[src/rtl/core/biquad_iir_filter_macros.svh]
// ----------------------------------------------------------------------------
// Biquad IIR filter assertion macros
// Shared concurrent assertion forms for the biquad RTL.
// ----------------------------------------------------------------------------
`ifndef BIQUAD_IIR_FILTER_MACROS_SVH
`define BIQUAD_IIR_FILTER_MACROS_SVH

// Same-cycle implication, disabled during reset.
`define BIQ_ASSERT_IMP(name, clk, rst, ante, cons) \
   name: assert property (@(posedge clk) disable iff (rst) (ante) |-> (cons)) \
      else $error("biquad assertion failed");

// Next-cycle implication, disabled during reset.
`define BIQ_ASSERT_NXT(name, clk, rst, ante, cons) \
   name: assert property (@(posedge clk) disable iff (rst) (ante) |=> (cons)) \
      else $error("biquad assertion failed");

`endif

[src/rtl/core/biq_pkg.sv]
// ----------------------------------------------------------------------------
// Biquad IIR filter package
// Widths, register indexes, reset values and shared types.
// ----------------------------------------------------------------------------
`default_nettype none

package biq_pkg;

   localparam int SMP_W        = 24;
   localparam int COEF_W       = 26;
   localparam int FRAC_SHIFT   = 22;
   localparam int PROD_W       = SMP_W + COEF_W;
   localparam int ACC_W        = PROD_W + 3;
   localparam int CSR_IDX_W    = 3;
   localparam int CHANNELS_DEF = 2;

   localparam logic [CSR_IDX_W-1:0] CSR_B0 = 3'd0;
   localparam logic [CSR_IDX_W-1:0] CSR_B1 = 3'd1;
   localparam logic [CSR_IDX_W-1:0] CSR_B2 = 3'd2;
   localparam logic [CSR_IDX_W-1:0] CSR_A1 = 3'd3;
   localparam logic [CSR_IDX_W-1:0] CSR_A2 = 3'd4;

   localparam logic signed [COEF_W-1:0] B0_RST = 26'sd4194304;
   localparam logic signed [SMP_W-1:0]  SMP_MAX = 24'sh7FFFFF;
   localparam logic signed [SMP_W-1:0]  SMP_MIN = 24'sh800000;
   localparam logic signed [ACC_W-1:0]  RND_BIAS = ACC_W'(1) <<< (FRAC_SHIFT - 1);

   typedef struct packed {
      logic signed [COEF_W-1:0] b0;
      logic signed [COEF_W-1:0] b1;
      logic signed [COEF_W-1:0] b2;
      logic signed [COEF_W-1:0] a1;
      logic signed [COEF_W-1:0] a2;
   } coef_type;

   // One history entry: last two inputs and last two outputs of a channel.
   typedef struct packed {
      logic signed [SMP_W-1:0] x1;
      logic signed [SMP_W-1:0] x2;
      logic signed [SMP_W-1:0] y1;
      logic signed [SMP_W-1:0] y2;
   } hist_type;

   typedef struct packed {
      logic     en;
      logic     ch;
      hist_type data;
   } wb_type;

   typedef struct packed {
      logic                    vld;
      logic                    ch;
      logic signed [SMP_W-1:0] y;
      logic                    clip;
   } res_type;

endpackage

`default_nettype wire

[src/rtl/core/biq_hist_ram.sv]
// ----------------------------------------------------------------------------
// Biquad history memory
// One-read one-write synchronous memory of history entries with registered
// read data; entries never written read as zero.
// ----------------------------------------------------------------------------
`default_nettype none

module biq_hist_ram #(
   parameter int DEPTH  = biq_pkg::CHANNELS_DEF,
   parameter int ADDR_W = 1
) (
   input  wire logic              clock,
   input  wire logic              reset,
   input  wire logic              rd_en,
   input  wire logic [ADDR_W-1:0] rd_addr,
   output biq_pkg::hist_type      rd_data,
   input  wire logic              wr_en,
   input  wire logic [ADDR_W-1:0] wr_addr,
   input  biq_pkg::hist_type      wr_data
);

   biq_pkg::hist_type mem_ff [DEPTH];
   logic              ent_vld_ff [DEPTH];
   biq_pkg::hist_type rd_word_ff;
   logic              rd_hit_ff;

   always_ff @(posedge clock) begin
      if (wr_en) begin
         mem_ff[wr_addr] <= wr_data;
      end
      if (rd_en) begin
         rd_word_ff <= mem_ff[rd_addr];
      end
   end

   always_ff @(posedge clock) begin
      if (reset) begin
         for (int i = 0; i < DEPTH; i++) begin
            ent_vld_ff[i] <= 1'b0;
         end
         rd_hit_ff <= 1'b0;
      end else begin
         if (wr_en) begin
            ent_vld_ff[wr_addr] <= 1'b1;
         end
         if (rd_en) begin
            rd_hit_ff <= ent_vld_ff[rd_addr];
         end
      end
   end

   assign rd_data = rd_hit_ff ? rd_word_ff : '0;

endmodule

`default_nettype wire

[config.mk]
export PLATFORM = sky130hd
export DESIGN_NAME = biq_hist_ram
export DESIGN_NICKNAME = d
export VERILOG_FILES = /design/src/rtl/core/biquad_iir_filter_macros.svh /design/src/rtl/core/biq_pkg.sv /design/src/rtl/core/biq_hist_ram.sv
export SDC_FILE = /design/constraint.sdc
export NUM_CORES = 1
export LEC_CHECK = 0
export BUFFER_PORTS_ARGS = -buffer_cell sky130_fd_sc_hd__buf_2
export CORE_ASPECT_RATIO = 0.7
export CORE_MARGIN = 2
export CORE_UTILIZATION = 50
export CTS_BUF_LIST = sky130_fd_sc_hd__clkbuf_8
export DETAILED_ROUTE_END_ITERATION = 8
export PLACE_DENSITY = 0.73
export SYNTH_ARGS = -nofsm -noshare
export SYNTH_HDL_FRONTEND = slang
export SYNTH_SLANG_ARGS = --single-unit
[constraint.sdc]
create_clock -name clock -period 7.2 [get_ports clock]
set_input_delay 0 -clock clock [delete_from_list [all_inputs] [get_ports clock]]
set_output_delay 0 -clock clock [all_outputs]
set_load 0.02 [all_outputs]
== Yosys cells after proc, flatten, opt, wreduce, memory -nomap -nowiden ==
Memory sizes are Yosys's and may differ from the RTL's. A register that Yosys moved wholly into a read port is not among the register bits.
Index checks and enable logic that the tools add are counted.
Storage, ports and cells
  bits in registers: 0
  memory bits (writable): 194
  input bits: 102
  output and inout bits: 96
  logic and storage cells: 13
  memories: 2
Cells by class
  multiplexer cells: 10
  reduce and logical (&&, ||, !) cells: 1
Memories
  mem_ff: depth 2, width 96, read ports 1, clocked after memory_dff 1, write ports 1, RTL line biq_hist_ram.sv:22  | biq_pkg::hist_type mem_ff [DEPTH];
  ent_vld_ff: depth 2, width 1, read ports 1, clocked after memory_dff 1, write ports 2, RTL line biq_hist_ram.sv:23  | logic ent_vld_ff [DEPTH];
Operators with widths (count)
  two-way mux 96 bit: 1
  two-way mux 1 bit: 9
  OR reduction 1 bit: 1

== Longest topological paths before layout ==
Gate-level depths: netlist of run 1.
  depth after elaboration: 5
  gate-level depth with buffers: 4

== Least setup slack after synthesis of run 1 ==
OpenSTA, ideal clock, no wires.
  kind: input to register
  from: input port wr_addr
  to: memory mem_ff[0][0] (netlist name), enable pin
  data arrival time: 4304 ps
  required time: 6634 ps
  slack: 2330 ps
  stages on the path: 1
  buffers on the path: 0
  path through: nor2b_1
RTL lines
  from (decl): RTL line biq_hist_ram.sv:18  | input wire logic [ADDR_W-1:0] wr_addr,
  to (decl): RTL line biq_hist_ram.sv:22
No word-level cell before the write port.

== Final worst setup path of run 1 ==
  from: input port wr_en
  to: memory mem_ff[0][19] (netlist name), enable pin
On the way
  cells in the longest elaborated chain, start to end: 2
Ends and longest elaborated chain
  from (decl): RTL line biq_hist_ram.sv:17  | input wire logic wr_en,
  two-way mux 1 bit: RTL line biq_hist_ram.sv:28  | if (wr_en) begin
  two-way mux 1 bit (implied by the code): RTL line biq_hist_ram.sv:29  | mem_ff[wr_addr] <= wr_data;
No other way between the ends.

==> results of run 1 <==
-- state kept, by name (all words and copies together), names as in the netlist --
name and cells:
mem_ff 192, rd_hit_ff 1, ent_vld_ff 2, rd_word_ff 96
-- cell usage after synthesis (all sizes together) --
master | instances | area, um2
mux2i | 1 | 10.0
a21oi | 1 | 5.00
edfxtp | 288 | 8650
nor2 | 2 | 7.51
nor2b | 1 | 6.26
and2 | 97 | 607
mux2 | 96 | 1190
clkbuf | 10 | 41.3
buf | 11 | 86.3
a211oi | 1 | 7.51
dfxtp | 3 | 60.1
o21ba | 1 | 10.0
-- worst max path at each step --
stage                         start            end  slack [ns]
final                         wr_en  mem_ff[0][19]        4.86
after global routing          wr_en   mem_ff[0][7]        4.68
after CTS                 rd_hit_ff    rd_data[58]        4.82
after detailed placement      wr_en  mem_ff[0][86]        4.83
after global placement        wr_en  mem_ff[0][86]        4.91
after floorplan             wr_addr   mem_ff[0][0]        2.33
-- layout by cell type, fill, tap and decap left out --
cell,n
dfxtp_1,2
clkbuf_8,45
inv_1,15
edfxtp_1,288
buf_2,195
clkinv_2,2
a211oi_1,1
clkinv_1,10
and2_1,96
dfxtp_2,1
and2_4,1
nor2b_4,1
mux2_2,66
nor2_1,2
mux2i_1,1
a21oi_1,1
buf_4,7
dlygate4sd3_1,100
mux2_4,30
o21ba_2,1
-- metrics by stage --
step | util, % | std cells | power (mW)
after floorplan | - | 512 | 2.20
after global placement | 57.2 | 969 | 2.29
after detailed placement | 57.2 | 969 | 2.31
after CTS | 65.5 | 1141 | 3.49
after global routing | 65.5 | 1141 | 3.59
final | 65.5 | 1141 | 3.45
-- layer usage --
layer,vias to the layer above,share of wire (%)
met3,51,6.8
met1,2753,43
met2,227,48
li1,2603,-
met5,-,0
met4,0,2.5
-- logic make-up (layout without fill, tap and decap cells) --
group | after synthesis | count (layout)
AO/OA/AOI/OAI | 3 | 3
buffers and inverters | 21 | 374
flip-flops | 291 | 291
multiplexers | 97 | 97
AND/OR/NAND/NOR | 100 | 100
-- cell type report --
| cell class | count | area share [%] |
|---|---|---|
| sequential | 291 | 63.7 |
| clock inverter | 27 | 0.760 |
| tap | 276 | 2.53 |
| timing repair buffer | 302 | 14.9 |
| multi-input combinational | 200 | 13.6 |
| clock buffer | 45 | 4.53 |
-- power groups by stage --
stage	combinational (mW)	clock [mW]	sequential (mW)
global placement	0.229	0	2.06
CTS	0.282	1.18	2.03
finish	0.279	1.14	2.03
detailed placement	0.238	0	2.07
global route	0.302	1.24	2.04
floorplan	0.143	0	2.06
-- what timing repair did --
item	in CTS	in global routing
endpoints found under the hold margin	219	0
hold buffers	100	0
buffers inserted	0	0
==> impl_metrics.json, run 1 <==
{
  "vias_per_cell": 4.94,
  "p_switching_uw": 740,
  "gp_congestion": 0.734,
  "crit_fanout": 58,
  "seq_power_share_pct": 58.9,
  "crit_path_end_kind": "register",
  "final_antenna_net_count": 0,
  "power_per_cell_area_nw_per_um2": 253,
  "core-area_um2": 20900,
  "internal-power_mw": 2.71,
  "path_cells": "dlygate4sd3_1 > buf_2 > nor2b_4 > buf_4",
  "layout_setup_ws_ns": 4.86,
  "numPortBuffers": 197,
  "post_dp_cell_area_um2": 11900,
  "period_needed_ns": 2.34,
  "dp_hpwl_mm": 11.8,
  "status": "finished, final reports clean",
  "fmaxAchievable_mhz": 428,
  "critPathTopFamily": "buffers and inverters",
  "met2_usage_pct": 30.2,
  "rsz0062_at_grt": "no",
  "critPathMaxStageDelay_ns": 0.93,
  "hold_ws_ns": 0.0444,
  "grt_start_max_net_pins": 75,
  "min_path_cells": 2,
  "syn-cell-area_um2": 10700,
  "cts.clk_slew.worst_paths_ns": 0.06,
  "drt_iter0_drc": 399,
  "multi_input_area_um2": 1860,
  "critPathRequiredTime_ns": 7.34,
  "regArea_um2": 8710,
  "r2r_slack_ns": 5.39,
  "die_y_um": 126,
  "syn_nets": 614,
  "synthXorXnorAreaFrac_pct": 0,
  "ir_worst_vdd_mv": 0.184,
  "synth-compound-area-share_pct": 0.211,
  "io_pins": 198,
  "power.share.switching_pct": 21.4,
  "cts-resized-gates": 0,
  "p_clk_share_pct": 33.0,
  "ys_seq_area_share_pct": 81.5,
  "fin_worst_skew_ns": 0.0115,
  "die_width_um": 179,
  "rows": 44,
  "post-route-period-util_pct": 32.4,
  "synthSimpleGateAreaFrac_pct": 5.81,
  "slew_headroom_pct": 22.1,
  "cts_htree_levels": 2,
  "grt_pass1_vias": 6015,
  "drv_slew": 0,
  "grt_overflow": 0,
  "antenna_found_initial": 0,
  "r2r_cells": 3,
  "clock-sinks": 291,
  "holdCritPathClass": "primary input to register",
  "grt_usage_pct": 18.3,
  "yosys-mux-area-fraction_pct": 11.3,
  "met3_usage_pct": 4.35,
  "start_util_pct": 51.2,
  "finalSetupViolCount": 0,
  "synth_seq_cells": 291,
  "crit_path_start_kind": "primary input",
  "setup_tns_ns": 0,
  "antennaDiodeCount": 0,
  "die_area_um2": 22600,
  "drt_wl_total_mm": 20.7,
  "clock_path_buffers": 3,
  "drv_cap": 0,
  "combPwrFrac_pct": 8.1,
  "yosys_warnings": 0,
  "cts_buffers": 43,
  "min-delay-start": "wr_addr",
  "insertion_delay_ns": 0.52,
  "critPathBufInv": 3,
  "synthAdderAreaFrac_pct": 0,
  "nFillCells": 1394,
  "cp_data_arrival_time_ns": 2.48,
  "path_depth": 4,
  "firstDrtPassIters": 4,
  "r2r-end": "rd_hit_ff",
  "cpMaxStageDelayCell": "nor2b_4",
  "postSynthAreaPerCell_um2": 20.9,
  "netlist-cell-type-count": 15,
  "syn_inst": 512,
  "wire_per_inst_um": 18.1,
  "worstSetupPathType": "primary input to register",
  "hold_viol": 0,
  "top_usage_layer": "met2",
  "pre_cts_ws_ns": 4.83,
  "cts_tree": "done",
  "area_growth_pct": 27.9,
  "worstMarginPinSlew_ns": 1.17,
  "final_net_count": 940,
  "cts_root_buffer": "clkbuf_8",
  "grt_pass1_wl_mm": 31.2,
  "cellLeakagePower_nw": 5.35,
  "final_area_um2": 13700,
  "drc_errors": 0,
  "whs_endpoint": "mem_ff[0][69]",
  "via_count": 5634,
  "grt_util_met1_pct": 24.3,
  "rr_startpoint": "rd_hit_ff",
  "drive_gt1_share_pct": 40.3,
  "synth_top_family_by_area": "multiplexers"
}
Note: power is estimated with default switching activity, not from simulation.
==> run 2: changes to the inputs <==
- ABC_AREA: not set -> 1
- PLACE_DENSITY: 0.73 -> 0.76
- clock period: 7.2 -> 2 ns (I/O delays scaled with it)
==> impl_metrics.json, run 2 <==
{
  "nFillCells": 1470,
  "stdcell_count": 1445,
  "numPortBuffers": 197,
  "combPwrFrac_pct": 7.6,
  "start_util_pct": 51.5,
  "syn_inst": 819,
  "final_net_count": 1237,
  "critPathRequiredTime_ns": 2.00,
  "reg_top3": "mem_ff (192), rd_word_ff (96), ent_vld_ff (2)",
  "cellLeakagePower_nw": 6.51,
  "synth_edf_count": 288,
  "final_area_um2": 13800,
  "pre_cts_ws_ns": 0.591,
  "internal-power_mw": 9.83,
  "grt_pass1_wl_mm": 32.0,
  "power_per_cell_area_nw_per_um2": 912,
  "worstMarginPinSlew_ns": 0.604,
  "cts_root_buffer": "clkbuf_8",
  "hold_buffers": 98,
  "fmaxAchievable_mhz": 557,
  "cts_htree_levels": 2,
  "io_pins": 198,
  "setup_tns_ns": 0,
  "grt_pass1_vias": 6534,
  "cts.clk_slew.worst_paths_ns": 0.06,
  "drv_slew": 0,
  "cts_buffers": 42,
  "mostFrequentLayoutCells": "nand2_1 (388), edfxtp_1 (288), buf_2 (195)",
  "crit_path_start_kind": "register",
  "gp_congestion": 0.752,
  "top_register": "mem_ff",
  "synth.most_common_cell": "nand2_1",
  "die_width_um": 180,
  "r2r_slack_ns": 0.96,
  "drc_errors": 0,
  "finalSetupViolCount": 0,
  "synth_seq_cells": 291,
  "multi_input_area_um2": 1500,
  "drt_iter0_drc": 457,
  "area_growth_pct": 28.3,
  "cts-resized-gates": 0,
  "drive_gt1_share_pct": 22.5,
  "largest_reg_flops": 192,
  "slew_headroom_pct": 59.7,
  "wire_per_inst_um": 14.1,
  "cts_tree": "done",
  "final_common_cell": "nand2_1",
  "crit_fanout": 44,
  "firstDrtPassIters": 5,
  "antennaDiodeCount": 0,
  "ys_seq_area_share_pct": 80.8,
  "dp_hpwl_mm": 11.4,
  "yosys_warnings": 0,
  "die_y_um": 127,
  "clock_path_buffers": 3,
  "period_needed_ns": 1.79,
  "yosys-top-cells-area": "edfxtp_1 (80%), nand2_1 (14%), inv_1 (3.4%)",
  "utilization_pct": 66.1,
  "hold_viol": 0,
  "grt_overflow": 0,
  "fin_worst_skew_ns": 0.0112,
  "p_total_mw": 12.6,
  "synthArstFlopShare_pct": 0,
  "final_antenna_net_count": 0,
  "syn_nets": 921,
  "p_switching_mw": 2.79,
  "cts_setup_buffers": 0,
  "hold_ws_ns": 0.0904,
  "cp_data_arrival_time_ns": 1.79,
  "worstSetupPathType": "register to output pin",
  "holdCritPathClass": "primary input to register",
  "insertion_delay_ns": 0.52,
  "p_clk_share_pct": 34.4,
  "syn-cell-area_um2": 10800,
  "netlist-cell-type-count": 10,
  "crit_path_end_kind": "output pin",
  "synth_common_cells": "nand2_1 (388), edfxtp_1 (288), inv_1 (99), buf_2 (19), buf_4 (9)",
  "regArea_um2": 8710,
  "seq_power_share_pct": 58.0,
  "grt_start_max_net_pins": 99,
  "drv_cap": 0,
  "via_count": 6617,
  "place_inst": 1269,
  "drt_wl_total_mm": 20.4,
  "layout_setup_ws_ns": 0.205,
  "yosys.area.top_type_share_pct": 80.2,
  "clock-sinks": 291,
  "synth_ff_type": "edfxtp_1",
  "status": "finished, final reports clean",
  "core-area_um2": 20900,
  "die_area_um2": 22800,
  "rows": 44,
  "vias_per_cell": 4.58,
  "grt_usage_pct": 17.9,
  "yosys.area.top_type": "edfxtp_1",
  "antenna_found_initial": 0,
  "postSynthAreaPerCell_um2": 13.2,
  "post_dp_cell_area_um2": 12100,
  "rsz0062_at_grt": "no",
  "ir_worst_vdd_mv": 0.640,
  "post-route-period-util_pct": 89.7,
  "power.share.switching_pct": 22.1
}
==> run 2: cell count changes after synthesis, moves of 3 or more <==
cell	before	now
mux2_4	30	0
and2_1	97	0
buf_2	6	19
clkbuf_1	7	0
inv_1	0	99
clkbuf_2	3	0
mux2_2	66	0
nor2_1	2	7
buf_4	0	9
nand2_1	0	388
==> run 2: power by group through the flow <==
stage               sequential (mW)  combinational [mW]  clock [mW]
global placement               7.43               0.780           0
global route                   7.35                1.06        4.73
floorplan                      7.41               0.472           0
detailed placement             7.45               0.805           0
finish                         7.32               0.957        4.34
CTS                            7.32               0.957        4.43
==> run 2: cell families (layout without fill, tap and decap cells) <==
family,Yosys count,after routing,synth area share (%)
buf+inv,132,482,5.43
flops,291,291,80.8
simple gates,396,396,13.8
==> run 2: final timing paths <==
| path | startpoint | to | depth (start not counted) |
|---|---|---|---|
| worst max-delay path | rd_hit_ff | rd_data[89] | 4 |
| worst min-delay path | rd_en | rd_word_ff[47] | 2 |
| worst max register to register | rd_hit_ff | rd_hit_ff | 4 |
| worst min register to register | ent_vld_ff[1] | ent_vld_ff[1] | 2 |
==> run 2: cell type report <==
type                       instances  share of cell area (%)
clock buffer                      46                    4.58
multi-input combinational        396                    10.8
tap                              276                    2.50
clock inverter                    32                    1.11
sequential                       291                    63.0
timing repair buffer             304                    15.3
inverter                         100                    2.76
==> run 2: routing by layer <==
metal  share of wire, %  global-route usage [%]  routed length, um
met3                7.1                    4.02               1460
met2                 49                    30.7               9940
met4                1.4                    5.02                285
met1                 43                    23.1               8720
met5                  0                       0                  0
==> run 2: critical path, cell delays in order, from the launching register on <==
cell and delay (ns):
dfxtp_4 0.69, buf_12 0.28, nand2_1 0.08, inv_1 0.08, buf_2 0.16
